### src/design/rps_pkg.sv
`timescale 1ns / 1ps
`default_nettype none
package rps_pkg;

  localparam int MAX_POSITIONS    = 65536;
  localparam int MAX_HEAD_DIM     = 256;
  localparam int ANGLE_ITERATIONS = 16;
  localparam int FRAC_BITS        = 24;

  localparam int POS_W   = 16;
  localparam int PAIR_W  = 7;
  localparam int HD_W    = 9;
  localparam int BASE_W  = 29;
  localparam int YARN_W  = 28;
  localparam int CFG_W   = 29;
  localparam int VAL_W   = 16;

  // 2*pair*base; for in-range pair indices the quotient stays below 2^BASE_W
  localparam int NUM_W   = PAIR_W + 1 + BASE_W;
  localparam int QUO_W   = BASE_W;
  localparam int REM_W   = HD_W;
  localparam int EXP_W   = QUO_W + 1;
  localparam int SHIFT_W = EXP_W - FRAC_BITS;
  localparam int MANT_W  = 33;
  localparam int INV_W   = 49;
  localparam int INV_SHIFT_MAX = 48;
  localparam int PROD_W  = 64;
  localparam int CORD_W  = 34;
  localparam int Q14_ONE = 16384;

  localparam logic [31:0] INV_TWO_PI = 32'd683565276;

  localparam int QUEUE_DEPTH = 4;

  localparam logic [HD_W-1:0]   HEAD_DIM_RESET  = 9'd128;
  localparam logic [BASE_W-1:0] LOG2_BASE_RESET = 29'd222930853;
  localparam logic [YARN_W-1:0] LOG2_YARN_RESET = 28'd0;

  typedef enum logic [1:0] {
    REG_HEAD_DIM  = 2'd0,
    REG_LOG2_BASE = 2'd1,
    REG_LOG2_YARN = 2'd2
  } cfg_reg_t;

  typedef struct packed {
    logic              err;
    logic [POS_W-1:0]  pos;
    logic [NUM_W-1:0]  num;
  } item_t;

  typedef struct packed {
    logic full;
    logic empty;
  } queue_stat_t;

  function automatic logic [63:0] isqrt64(input logic [63:0] v);
    logic [63:0] r;
    logic [63:0] b;
    logic [63:0] rem;
    r   = '0;
    b   = 64'd1 << 62;
    rem = v;
    for (int i = 0; i < 32; i++) begin
      if (rem >= r + b) begin
        rem = rem - (r + b);
        r   = (r >> 1) + b;
      end else begin
        r = r >> 1;
      end
      b = b >> 2;
    end
    return r;
  endfunction

  // shift-subtract division, elaboration use only
  function automatic logic [63:0] udiv64(input logic [63:0] n, input logic [63:0] d);
    logic [63:0] q;
    logic [63:0] r;
    q = '0;
    r = '0;
    for (int i = 63; i >= 0; i--) begin
      r = {r[62:0], n[i]};
      if (r >= d) begin
        r    = r - d;
        q[i] = 1'b1;
      end
    end
    return q;
  endfunction

  // 2^(-2^-k) in Q0.32
  function automatic logic [31:0] exp_coef(input int k);
    logic [63:0] c;
    c = isqrt64(64'h8000_0000_0000_0000);
    for (int i = 2; i <= k; i++) c = isqrt64({c[31:0], 32'h0});
    return c[31:0];
  endfunction

  // atan(2^-k) in Q0.32 turns
  function automatic logic [31:0] atan_coef(input int k);
    logic signed [63:0] rad;
    logic [63:0] term;
    logic [63:0] scaled;
    int ex;
    rad = '0;
    if (k == 0) return 32'h2000_0000;
    for (int m = 0; m < 32; m++) begin
      ex = 62 - (2 * m + 1) * k;
      if (ex >= 0) begin
        term = udiv64(64'd1 << ex, 64'(2 * m + 1));
        if (m % 2 == 1) rad = rad - $signed(term);
        else rad = rad + $signed(term);
      end
    end
    scaled = (64'(rad) >> 30) * 64'(INV_TWO_PI) + 64'h8000_0000;
    return scaled[63:32];
  endfunction

  // inverse rotator gain in Q2.30
  function automatic logic [31:0] cordic_start();
    logic [63:0] cs;
    logic [63:0] s;
    cs = 64'd1 << 30;
    for (int k = 0; k < ANGLE_ITERATIONS; k++) begin
      s  = isqrt64((64'd1 << 60) + (64'd1 << (60 - 2 * k)));
      cs = udiv64(cs << 30, s);
    end
    return cs[31:0];
  endfunction

endpackage
`default_nettype wire

### src/design/rps_front.sv
`timescale 1ns / 1ps
`default_nettype none
module rps_front (
  input  logic                           clk,
  input  logic                           rst_n,
  input  logic                           in_valid,
  output logic                           in_ready,
  input  logic [rps_pkg::POS_W-1:0]      in_position,
  input  logic [rps_pkg::PAIR_W-1:0]     in_pair_index,
  input  logic [rps_pkg::HD_W-1:0]       hd_eff,
  input  logic [rps_pkg::BASE_W-1:0]     log2_base,
  input  rps_pkg::queue_stat_t           q_stat,
  output logic                           push,
  output rps_pkg::item_t                 push_item
);

  localparam int NW = rps_pkg::NUM_W;
  localparam int HW = rps_pkg::HD_W;

  logic           fv_r;
  rps_pkg::item_t item_r;
  rps_pkg::item_t item_nxt;
  logic           take;

  assign push      = fv_r && !q_stat.full;
  assign in_ready  = !fv_r || push;
  assign take      = in_valid && in_ready;
  assign push_item = item_r;

  always_comb begin
    item_nxt.pos = in_position;
    item_nxt.num = NW'({in_pair_index, 1'b0}) * NW'(log2_base);
    item_nxt.err = (HW'(in_pair_index) >= (hd_eff >> 1)) ||
                   (32'(in_position) >= 32'(rps_pkg::MAX_POSITIONS));
  end

  always_ff @(posedge clk) begin
    if (!rst_n) begin
      fv_r <= 1'b0;
    end else if (take) begin
      fv_r <= 1'b1;
    end else if (push) begin
      fv_r <= 1'b0;
    end
  end

  always_ff @(posedge clk) begin
    if (take) begin
      item_r <= item_nxt;
    end
  end

endmodule
`default_nettype wire

### config.mk
export PLATFORM = sky130hd
export DESIGN_NAME = rps_front
export DESIGN_NICKNAME = d
export VERILOG_FILES = /design/src/design/rps_pkg.sv /design/src/design/rps_front.sv
export SDC_FILE = /design/constraint.sdc
export NUM_CORES = 1
export LEC_CHECK = 0
export BUFFER_PORTS_ARGS = -buffer_cell sky130_fd_sc_hd__buf_2
export CAP_MARGIN = 20
export CORE_MARGIN = 8
export CORE_UTILIZATION = 55
export DETAILED_ROUTE_END_ITERATION = 10
export GPL_ROUTABILITY_DRIVEN = 0
export PLACE_DENSITY = 0.86
export SYNTH_ARGS = -nofsm -noshare
export SYNTH_HDL_FRONTEND = slang
export SYNTH_SLANG_ARGS = --single-unit
### constraint.sdc
create_clock -name clk -period 16.5 [get_ports clk]
set_input_delay 4.95 -clock clk [delete_from_list [all_inputs] [get_ports clk]]
set_output_delay 4.95 -clock clk [all_outputs]
set_load 0.01 [all_outputs]
After elaboration in Yosys (flattened, before gate mapping)
Index checks and enable logic that the tools add are counted.
W data, S select, Z words.
- register bits: 54
- bits of input ports: 66
- output and inout bits: 56
- word-level logic and storage cells: 14
- reductions and logical operators: 6
- multipliers: 1
- muxes and demuxes: 2
- magnitude comparators: 1
- operators by type and width (kind ; count):
    $mul A7 B29 Y36 ; 1
    $ge A7 B8 Y1 ; 1
    $logic_and A1 B1 Y1 ; 2
    $logic_not A1 Y1 ; 2
    $mux W1 ; 2
    $reduce_bool A2 Y1 ; 1
    $logic_or A1 B1 Y1 ; 1

Logic depth before layout (Yosys ltp)
- depth after elaboration: 5
- mapped depth: 19

Worst setup path after synthesis
No wires, ideal clock.
- kind: input to output
- start point: input port q_stat[1] (netlist bit)
- end point: output port push
- setup slack: 6422 ps
- cell stages on the path: 1
- data required time: 11550 ps
- arrival: 5128 ps
- path buffers: 0
- path through: nor2b_1
- longest elaborated chain between the ends: 2
- RTL lines (element ; line ; RTL):
    start: declaration ; rps_front.sv:12 ; input rps_pkg::queue_stat_t q_stat,
    $logic_not A1 Y1 ; rps_front.sv:25 ; assign push = fv_r && !q_stat.full;
    $logic_and A1 B1 Y1 ; rps_front.sv:25 ;
    end: declaration ; rps_front.sv:13 ; output logic push,
Every way passes these cells.

Worst setup path after layout
Ends and elaborated chain as after synthesis.

==> results.md <==
- Max Fanout on Critical Path: 3
- Arrival time at the worst endpoint: 5.28 ns
- Yosys Warn Count: 0
- Cells after Synth: 843
- Cell with the most instances after synthesis: sky130_fd_sc_hd__and2_1
- Number of setup violations in the final report: 0
- Sequential fraction of the synthesis area: 0.194
- Dominant cells by area after synthesis: sky130_fd_sc_hd__fa_1 32%, sky130_fd_sc_hd__edfxtp_1 19%, sky130_fd_sc_hd__and2_1 11%
- Post-CTS repair timing setup buffer count: 0
- Startpoint-to-endpoint class of the critical path: in2out
- Wire length of the first global-routing pass: 32900 µm
- Total Neg Setup Slack: 0 ns
- Crit path time final: 10.23 ns
- CP cell instances: buf_2 -> nor2b_1 -> buf_2
- Fmax achieved: 97.7 MHz
- Maximum vdd drop: 0.0782 mV
- Worst Skew: 0.00585 ns
- Fraction of registers with async set or reset after synthesis: 0
- Power density relative to cell area: 153 mW/mm²
- Cell family with the largest share of critical-path delay: buffers and inverters
- Hold WC Path Type: reg2reg
- DR vias: just over 6000
- Wire length reported by the detailed router: between 15000 and 20000 µm
- Largest area contributor in the synthesized netlist: sky130_fd_sc_hd__fa_1
- Global route overflow: 0
- TritonCTS Buffers: 5
- Vias in the first global route: 7015
- Die Y-Extent: 139 µm
- Floorplan die width: 139 µm
- Routed wire per std cell: 16.6 µm
- Top cells by count, synth: 150 x sky130_fd_sc_hd__and2_1, 137 x sky130_fd_sc_hd__inv_1, 134 x sky130_fd_sc_hd__fa_1
- Sink count of the clock tree: 54
- N_diodes: 0
- Flops & latches, synth: 54
- Average vias per placed instance: between 5 and 6
- Period utilization: 0.620
- Worst setup timing slack at the placement stage: 6.26 ns
- Remaining DRCs: 0
- Signed area change from the synthesized netlist to the final layout: 10.4%
- Number of iterations in the first detailed-routing pass: 5
- Total standard cell area after synthesis: just over 0.008 mm²
- Effective utilization at floorplan: 0.554
- Pin slew with the least headroom to its limit: roughly 0.69 ns
- Post-synthesis cell type count: 57
- Final slew viol count: 0
- Slew headroom: 0.541
- Maximum clock insertion buffer count: 2
- H-tree Lvls: 2
- Required time of the critical path: around 12 ns
- Antenna violations before repair: 0
- Total of cells resized after clock tree synthesis: 0
- Count of input and output buffers: 118
- Cell repeated most along the worst path: sky130_fd_sc_hd__buf_2
- Global routing usage summed across all routing layers: 0.205
- Count of flip-flops with a built-in enable after synthesis: 53
- Post-route worst setup slack: 6.27 ns
- Remaining antenna violation count after routing: 0
- Final hold vios: 0
- Layout net count: 1200
- Detailed placement HPWL: 15000 µm
- Source-to-sink clock delay at the later pin of the worst-skew pair: around 0.29 ns
- Share of the synthesized area in the top cell type: 0.324
- Number of max-cap violations: 0
- TritonCTS clock tree: built
- Clock-pin transition on the worst setup and hold timing paths: 0.08 ns
- Maximum single-stage delay on the critical path: 0.13 ns
- Proportion of layout cells with a drive suffix above 1: 0.156
- Category of the worst setup path launch point: input port
- RSZ-0062 raised after global routing: false
- Leakage component of the power: roughly 4.5 nW
- Leading register cell type out of synthesis: sky130_fd_sc_hd__edfxtp_1
- Count of hold buffers inserted by post-cts repair: 0
- Standard-cell row count: 45
- Ports: 122
- Clk Tree Root Cell: sky130_fd_sc_hd__clkbuf_16
- Average cell area after synthesis: around 10 µm²
- Slowest stage cell on the critical path: sky130_fd_sc_hd__buf_2
- Core region area: about 0.015 mm²
- Net count of the mapped netlist: 1104
- Largest net degree at the start of global routing: 54
- Initial DRC count: 326
- Kind of capture point of the worst setup path: output pin
- Overall die area: 0.0193 mm²
- Outcome: complete, no violations
- Count of buffer and inverter cells on the critical path: 2
==> power by group <==
| part | switching (mW) | internal, mW |
|---|---|---|
| Clock | 0.0518 | 0.0570 |
| Combinational | 0.617 | 0.419 |
| Sequential | 0.0110 | 0.241 |
| Total | 0.680 | 0.717 |
==> final timing paths <==
check / cells after the start / end / from / slack [ns]
worst max-delay path: 3 / push / q_stat[1] / 6.27
worst max register to register: 3 / push_item[37] / fv_r / 15.04
worst min register to register: 2 / fv_r / fv_r / 0.53
worst min-delay path: 2 / fv_r / fv_r / 0.53
==> placed cells by master (no fill, tap or decap), types with 5 or more instances in the layout <==
| cell type | instances |
|---|---|
| sky130_fd_sc_hd__and2_1 | 149 |
| sky130_fd_sc_hd__a21o_1 | 7 |
| sky130_fd_sc_hd__clkbuf_16 | 5 |
| sky130_fd_sc_hd__xnor2_1 | 15 |
| sky130_fd_sc_hd__nor2_1 | 16 |
| sky130_fd_sc_hd__nand4_1 | 8 |
| sky130_fd_sc_hd__xor2_1 | 15 |
| sky130_fd_sc_hd__buf_2 | 118 |
| sky130_fd_sc_hd__nand3_1 | 6 |
| sky130_fd_sc_hd__o21bai_1 | 6 |
| sky130_fd_sc_hd__nand2_1 | 83 |
| sky130_fd_sc_hd__ha_1 | 61 |
| sky130_fd_sc_hd__o21ai_0 | 20 |
| sky130_fd_sc_hd__edfxtp_1 | 53 |
| sky130_fd_sc_hd__a211oi_1 | 5 |
| sky130_fd_sc_hd__a31oi_1 | 5 |
| sky130_fd_sc_hd__inv_1 | 137 |
| sky130_fd_sc_hd__a21oi_1 | 34 |
| sky130_fd_sc_hd__fa_1 | 134 |
==> state kept, by name (all words and copies together) (netlist names) <==
register   cells
fv_r           1
push_item     53
==> kinds of logic (layout without fill, tap and decap cells) <==
| family | after synthesis | in the layout | synth area share |
|---|---|---|---|
| AO/OA/AOI/OAI | 109 | 109 | 0.0925 |
| AND/OR/NAND/NOR | 286 | 286 | 0.188 |
| flip-flops | 54 | 54 | 0.194 |
| other | 1 | 1 | 0.000452 |
| XOR/XNOR | 30 | 30 | 0.0317 |
| adder cells (fa/ha/maj) | 195 | 195 | 0.416 |
| multiplexers | 1 | 1 | 0.00136 |
| buffers and inverters | 167 | 264 | 0.0765 |
==> metal layers <==
metal | routed length [µm] | GRT usage
met1 | 7110 | 0.225
met2 | 10400 | 0.402
met3 | 968 | 0.0334
met4 | 289 | 0.0497
met5 | 0 | 0
==> final cells by class <==
cell class	instances	area, µm²
clock buffers	5	125
clock inverters	3	23.8
fillers	1243	5820
inverters	137	514
multi-input cells	622	6050
flip-flops and latches	54	1610
well taps	188	235
repair buffers	119	598
==> tightest hold or removal path, stage by stage (launching register included) <==
cell                      delay [ns]
sky130_fd_sc_hd__dfxtp_1        0.32
sky130_fd_sc_hd__a21oi_1        0.12
sky130_fd_sc_hd__nor2b_1        0.05
==> per-stage QoR <==
step / cells / cell area [µm²] / hold WS [ns] / power (mW) / utilization
floorplan: 843 / 8290 / 0.487 / 1.03 / -
global route: 1128 / 9160 / 0.604 / 1.54 / 0.611
global placement: 1120 / 9010 / 0.500 / 1.26 / 0.601
detailed placement: 1120 / 9010 / 0.512 / 1.29 / 0.601
CTS: 1128 / 9160 / 0.531 / 1.41 / 0.611
finish: 1128 / 9160 / 0.527 / 1.40 / 0.611
(Power assumes the default switching activity.)
