--- src/design/rps_pkg.sv ---
`timescale 1ns / 1ps
`default_nettype none
package rps_pkg;

  localparam int MAX_POSITIONS    = 65536;
  localparam int MAX_HEAD_DIM     = 256;
  localparam int ANGLE_ITERATIONS = 16;
  localparam int FRAC_BITS        = 24;

  localparam int POS_W   = 16;
  localparam int PAIR_W  = 7;
  localparam int HD_W    = 9;
  localparam int BASE_W  = 29;
  localparam int YARN_W  = 28;
  localparam int CFG_W   = 29;
  localparam int VAL_W   = 16;

  // 2*pair*base; for in-range pair indices the quotient stays below 2^BASE_W
  localparam int NUM_W   = PAIR_W + 1 + BASE_W;
  localparam int QUO_W   = BASE_W;
  localparam int REM_W   = HD_W;
  localparam int EXP_W   = QUO_W + 1;
  localparam int SHIFT_W = EXP_W - FRAC_BITS;
  localparam int MANT_W  = 33;
  localparam int INV_W   = 49;
  localparam int INV_SHIFT_MAX = 48;
  localparam int PROD_W  = 64;
  localparam int CORD_W  = 34;
  localparam int Q14_ONE = 16384;

  localparam logic [31:0] INV_TWO_PI = 32'd683565276;

  localparam int QUEUE_DEPTH = 4;

  localparam logic [HD_W-1:0]   HEAD_DIM_RESET  = 9'd128;
  localparam logic [BASE_W-1:0] LOG2_BASE_RESET = 29'd222930853;
  localparam logic [YARN_W-1:0] LOG2_YARN_RESET = 28'd0;

  typedef enum logic [1:0] {
    REG_HEAD_DIM  = 2'd0,
    REG_LOG2_BASE = 2'd1,
    REG_LOG2_YARN = 2'd2
  } cfg_reg_t;

  typedef struct packed {
    logic              err;
    logic [POS_W-1:0]  pos;
    logic [NUM_W-1:0]  num;
  } item_t;

  typedef struct packed {
    logic full;
    logic empty;
  } queue_stat_t;

  function automatic logic [63:0] isqrt64(input logic [63:0] v);
    logic [63:0] r;
    logic [63:0] b;
    logic [63:0] rem;
    r   = '0;
    b   = 64'd1 << 62;
    rem = v;
    for (int i = 0; i < 32; i++) begin
      if (rem >= r + b) begin
        rem = rem - (r + b);
        r   = (r >> 1) + b;
      end else begin
        r = r >> 1;
      end
      b = b >> 2;
    end
    return r;
  endfunction

  // shift-subtract division, elaboration use only
  function automatic logic [63:0] udiv64(input logic [63:0] n, input logic [63:0] d);
    logic [63:0] q;
    logic [63:0] r;
    q = '0;
    r = '0;
    for (int i = 63; i >= 0; i--) begin
      r = {r[62:0], n[i]};
      if (r >= d) begin
        r    = r - d;
        q[i] = 1'b1;
      end
    end
    return q;
  endfunction

  // 2^(-2^-k) in Q0.32
  function automatic logic [31:0] exp_coef(input int k);
    logic [63:0] c;
    c = isqrt64(64'h8000_0000_0000_0000);
    for (int i = 2; i <= k; i++) c = isqrt64({c[31:0], 32'h0});
    return c[31:0];
  endfunction

  // atan(2^-k) in Q0.32 turns
  function automatic logic [31:0] atan_coef(input int k);
    logic signed [63:0] rad;
    logic [63:0] term;
    logic [63:0] scaled;
    int ex;
    rad = '0;
    if (k == 0) return 32'h2000_0000;
    for (int m = 0; m < 32; m++) begin
      ex = 62 - (2 * m + 1) * k;
      if (ex >= 0) begin
        term = udiv64(64'd1 << ex, 64'(2 * m + 1));
        if (m % 2 == 1) rad = rad - $signed(term);
        else rad = rad + $signed(term);
      end
    end
    scaled = (64'(rad) >> 30) * 64'(INV_TWO_PI) + 64'h8000_0000;
    return scaled[63:32];
  endfunction

  // inverse rotator gain in Q2.30
  function automatic logic [31:0] cordic_start();
    logic [63:0] cs;
    logic [63:0] s;
    cs = 64'd1 << 30;
    for (int k = 0; k < ANGLE_ITERATIONS; k++) begin
      s  = isqrt64((64'd1 << 60) + (64'd1 << (60 - 2 * k)));
      cs = udiv64(cs << 30, s);
    end
    return cs[31:0];
  endfunction

endpackage
`default_nettype wire

--- src/design/rps_queue.sv ---
`timescale 1ns / 1ps
`default_nettype none
module rps_queue (
  input  logic                 clk,
  input  logic                 rst_n,
  input  logic                 push,
  input  rps_pkg::item_t       push_item,
  input  logic                 pop,
  output rps_pkg::item_t       head,
  output rps_pkg::queue_stat_t q_stat
);

  localparam int D  = rps_pkg::QUEUE_DEPTH;
  localparam int PW = $clog2(D);

  rps_pkg::item_t mem [0:D-1];
  logic [PW-1:0] wp_r;
  logic [PW-1:0] rp_r;
  logic [PW:0]   cnt_r;

  assign q_stat.full  = (cnt_r == (PW+1)'(D));
  assign q_stat.empty = (cnt_r == '0);
  assign head         = mem[rp_r];

  always_ff @(posedge clk) begin
    if (!rst_n) begin
      wp_r  <= '0;
      rp_r  <= '0;
      cnt_r <= '0;
    end else begin
      if (push) wp_r <= wp_r + 1'b1;
      if (pop) rp_r <= rp_r + 1'b1;
      if (push && !pop) cnt_r <= cnt_r + 1'b1;
      else if (pop && !push) cnt_r <= cnt_r - 1'b1;
    end
  end

  always_ff @(posedge clk) begin
    if (push) begin
      mem[wp_r] <= push_item;
    end
  end

  a_no_overflow: assert property (@(posedge clk) disable iff (!rst_n)
    cnt_r <= (PW+1)'(D))
    else $error("queue count beyond depth");
  a_no_underflow: assert property (@(posedge clk) disable iff (!rst_n)
    pop |-> !q_stat.empty)
    else $error("pop from empty queue");
  a_no_push_full: assert property (@(posedge clk) disable iff (!rst_n)
    (q_stat.full && !pop) |=> $stable(cnt_r))
    else $error("queue count moved while full and not popped");

endmodule
`default_nettype wire

--- config.mk ---
export PLATFORM = sky130hd
export DESIGN_NAME = rps_queue
export DESIGN_NICKNAME = d
export VERILOG_FILES = /design/src/design/rps_pkg.sv /design/src/design/rps_queue.sv
export SDC_FILE = /design/constraint.sdc
export NUM_CORES = 1
export LEC_CHECK = 0
export BUFFER_PORTS_ARGS = -buffer_cell sky130_fd_sc_hd__clkbuf_2
export CORE_AREA = 10 10 190 192
export CTS_BUF_LIST = sky130_fd_sc_hd__clkbuf_8 sky130_fd_sc_hd__clkbuf_16
export CTS_CLUSTER_SIZE = 28
export DETAILED_ROUTE_END_ITERATION = 12
export DIE_AREA = 0 0 200 202
export GPL_TIMING_DRIVEN = 1
export PLACE_DENSITY_LB_ADDON = 0.15
export SYNTH_ARGS = -nofsm -noshare
export SYNTH_HDL_FRONTEND = slang
export SYNTH_SLANG_ARGS = --single-unit
export TNS_END_PERCENT = 1
--- constraint.sdc ---
create_clock -name clk -period 3 [get_ports clk]
set_input_delay 0.45 -clock clk [delete_from_list [all_inputs] [get_ports clk]]
set_output_delay 0.45 -clock clk [all_outputs]
set_load 0.005 [all_outputs]
Yosys cells after proc, flatten, opt, wreduce, memory -nomap -nowiden

Memories as Yosys holds them, arrays and structs flattened. A register that Yosys moved wholly into a read port is not among the register bits.
Cells that the tools add are included.
Widths: inputs -> output; s select.

Add/subtract/negate cells: 4
Eq/ne operators: 1
Multiplexer cells: 6
Reductions and logical operators: 6

Operator list:

| kind                | count |
|---|---|
| $mux 3              | 2 |
| $add 2x1->2 const B | 2 |
| $mux 2              | 2 |
| $add 3x1->3 const B | 1 |
| $eq 3x3->1 const B  | 1 |
| $logic_not 3->1     | 1 |
| $sub 3x1->3 const B | 1 |
| $logic_and 1x1->1   | 2 |
| $logic_not 1->1     | 2 |
| $mux 1              | 2 |
| $reduce_bool 2->1   | 1 |

Register bits after elaboration: 7
Bits in writable memories: 216
Bits of input ports: 58
Output and inout port bits: 56
Word-level logic and storage cells: 21
Memories kept: 1

Memories:

| memory | depth | width | read ports | clocked after memory_dff | wr ports | RTL line        | text |
|---|---|---|---|---|---|---|---|
| mem    | 4     | 54    | 1          | 1                        | 1        | rps_queue.sv:16 | `rps_pkg::item_t mem [0:D-1];` |

Longest topological paths before layout

Depth in word-level cells: 4
Mapped depth: 7

Least setup slack after synthesis

No wires, ideal clock.

Path type: register to register
From: register wp_r[0]
To: memory mem[2][0] (netlist name), enable pin
Library setup time: 417 ps
Arrival time: 1822 ps
Data required time: 2583 ps
Slack: 760 ps
Cell stages (with the launch flop): 4
Path through: dfxtp_1 inv_1 ha_1 and2_1

RTL lines:

| item                   | RTL line        | text |
|---|---|---|
| start, declared        | rps_queue.sv:17 | `logic [PW-1:0] wp_r;` |
| start signal, assigned | rps_queue.sv:31 | `if (push) wp_r <= wp_r + 1'b1;` |
| end, declared          | rps_queue.sv:16 |  |

Straight into the memory's write port.

==> results.md <==
* DR WL/cell at approximately 20 um
* First-pass DRT Iterations at 4
* Outcome: complete, no violations
* Syn Inst Count at 325
* Io pins at 114
* IO Port Bufs at 113
* Clk Latency, worst-skew pair at 0.52 ns
* Post-CTS Setup Inserts at 0
* Clock Path Buffers at 3
* Die width at 200 um
* Tmin final at 2.41 ns
* Die Span Y at between 200 and 250 um
* Final Hold Vio Count at 0
* Initial antenna violation count at 0
* Area after DPL at between 9000 and 10000 sq um
* Setup violations, final at 0
* Clock buffer count from CTS at 26
* Slew Limit Fails at 0
* Maximum VDD drop at 0.000310 V
* Hold depth at 1
* Cell Rows at 66
* Post-DP HPWL at 10900 um
* Setup_tns at 0 ns
* Clock group share of total power at 41.6%
* Required @ worst endpoint at 2.55 ns
* Net Sw Power at roughly 0.0016 W
* Worst setup EP type: primary output
* Mapped Nets at 389
* Worst Setup Start Kind: flip-flop
* Fin crit share at 80.2%
* Inserted Diodes at 0
* Busiest grt layer: met2
* WL final at 18200 um
* GRT Total Usage at 9.10%
* Hold Crit Class: input pin to flip-flop
* Sequential-to-total area share from yosys stat at 80.3%
* H-tree Lvls at 1
* Final Wtd Congestion at 0.650
* Met2 Resource Use GR at 15.0%
* CTS sink count at 225
* LEAKAGE at 3.47 nW
* Mapped Area at 8300 sq um
* Largest net degree at the start of global routing at 34
* Sequential share of power at 49.6%
* RR Startpoint: wp_r[0]$_SDFFE_PN0P_
* Starting Density at 25.7%
* Slew @ Worst Pin at ~0.53 ns
* Drt first-iter violations at 152
* # resized after CTS at 0
* Met1 Use GR at 11.3%
* Relative slew slack at 64.7%
* Die ar. at approximately 40000 sq um
* Area grow syn2layout at 23.8%
* CTS tree: done
* Min-Delay Startpoint: push_item[10]
* First-pass GRT wire length at 27400 um
* DRC viols at 0
* R2R Setup Slk at ~1.3 ns
* Final Cell Area at 10300 sq um
* Sw Share at a little over a fifth
* Mean Syn Cell Area at 25.6 sq um
* Final antenna-violating net count at 0
* Ys Warns at 0
* Logic pwr share at 8.8%
* Clock skew at around 0.0063 ns
* Crit path DAT at 1.96 ns
* Max-cap violations at 0
* Flops & latches, synth at around 230
* Library cells used by synthesis at 22
* WHS Endpoint: mem[2][10]$_DFFE_PP_
* Critical path type: flip-flop to primary output
* F_max at 416 MHz
* Worst-path clk slew at 0.06 ns
* GRT overflow at 0
* Critical Path Fanout Max at 32
* Worst Reg-to-Reg Cells at 4
* Layout cells sized above 1 at 44.4%
* Root buffer cell: clkbuf_16
* Power Total at 0.00738 W
* Final nets at roughly 530
* Core area at ~32000 sq um
* Vias/cell at approximately 4
* Hold-fix buffers, CTS at 0
* Pwr Density at 718 nW/um^2
* Internal power at 0.00580 W
* Vias at 3745
* Vias in the first global route at 4314
* Met3 usage at under 10%
* Worst reg2reg endpoint: mem[2][44]$_DFFE_PP_
* Unrepaired setup endpoints after global routing: false
## per-layer routing
layer	vias up	part of all wire, %	wire length [um]
met1	1986	43	7820
li1	1651	-	-
met4	0	2.5	447
met5	-	0	0
met3	32	5.1	929
met2	76	50	9030
## critical path, cell delays in order, from the launching register on
cell	delay, ns
dfxtp_4	0.37
buf_12	0.28
mux4_1	0.63
clkbuf_2	0.14
## cells by family (layout without fill, tap and decap cells)
logic type	Yosys count	after routing	synth area share [%]
AO/OA/AOI/OAI	2	2	0.151
XOR/XNOR	5	5	0.527
adder cells (fa/ha/maj)	6	6	0.994
buffers and inverters	16	171	1.88
flip-flops	225	225	80.3
multiplexers	56	56	15.1
AND/OR/NAND/NOR	15	15	1.10
## power by group through the flow
stage | Combinational, W | Sequential [W] | Clock (W)
2_1_floorplan | 0.000380 | 0.00371 | 0
3_3_place_gp | 0.000681 | 0.00372 | 0
3_5_place_dp | 0.000686 | 0.00373 | 0
4_1_cts | 0.000688 | 0.00366 | 0.00319
5_1_grt | 0.000728 | 0.00367 | 0.00332
6_report | 0.000650 | 0.00366 | 0.00307
## through the flow
| step | setup slack (ns) | utilization, % | instances | hold WS [ns] |
|---|---|---|---|---|
| after global routing | 0.462 | 31.8 | 922 | 0.118 |
| after floorplan | 0.760 | - | 325 | 0.472 |
| after global placement | 1.03 | 29.2 | 875 | 0.490 |
| after detailed placement | 1.01 | 29.2 | 875 | 0.522 |
| final | 0.594 | 31.8 | 922 | 0.142 |
| after CTS | 0.499 | 31.8 | 922 | 0.105 |
## state kept, by name, indices dropped and copies added, names as in the netlist, named ones only
register  cells
wp_r          2
rp_r          2
mem         216
cnt_r         3
## Yosys cell counts
cell type,count,area [sq um]
o21ai_0,1,5.00
clkbuf_2,1,5.00
inv_1,4,15.0
or3_1,1,6.26
nor3b_1,1,7.51
nor2b_1,2,12.5
buf_12,5,100
buf_6,1,11.3
a21boi_0,1,7.51
ha_1,5,62.6
nand2_1,1,3.75
buf_2,5,25.0
mux2i_1,2,20.0
xor2_1,3,26.3
and2_1,9,56.3
fa_1,1,20.0
nor3_1,1,5.00
edfxtp_1,216,6490
dfxtp_1,9,180
mux4_1,4,105
xnor2_1,2,17.5
mux4_2,50,1130
## worst max path at each step
stage / start / end / slack [ns]
finish: flip-flop / head[40] / 0.59
global placement: push / cnt_r[2]$_SDFFE_PN0P_ / 1.03
global route: flip-flop / head[40] / 0.46
detailed placement: push / cnt_r[2]$_SDFFE_PN0P_ / 1.01
CTS: flip-flop / head[40] / 0.50
floorplan: wp_r[0]$_SDFFE_PN0P_ / mem[2][0]$_DFFE_PP_ / 0.76
## cells in the final DEF, fill, tap and decap left out
cell type / n
a21boi_0: 1
dfxtp_4: 2
nor2b_1: 2
or3_1: 1
inv_1: 10
mux4_2: 50
xnor2_1: 2
and2_1: 5
nor3_1: 1
clkinv_2: 5
mux4_1: 4
clkinv_1: 4
fa_1: 1
ha_1: 5
and2_4: 4
mux2i_1: 2
nor3b_1: 1
clkinvlp_4: 2
xor2_1: 3
o21ai_0: 1
clkbuf_16: 27
edfxtp_1: 216
clkbuf_2: 113
dfxtp_1: 7
bufinv_16: 3
buf_12: 7
nand2_1: 1
## final cells by class
type | count | area [sq um]
Clock buffer | 27 | 676
Clock inverter | 20 | 168
Fill cell | 3130 | 22000
Inverter | 4 | 15.0
Multi-Input combinational cell | 84 | 1490
Sequential cell | 225 | 6670
Tap cell | 442 | 553
Timing Repair Buffer | 120 | 706
No activity file was read; power rests on OpenSTA's default activity.
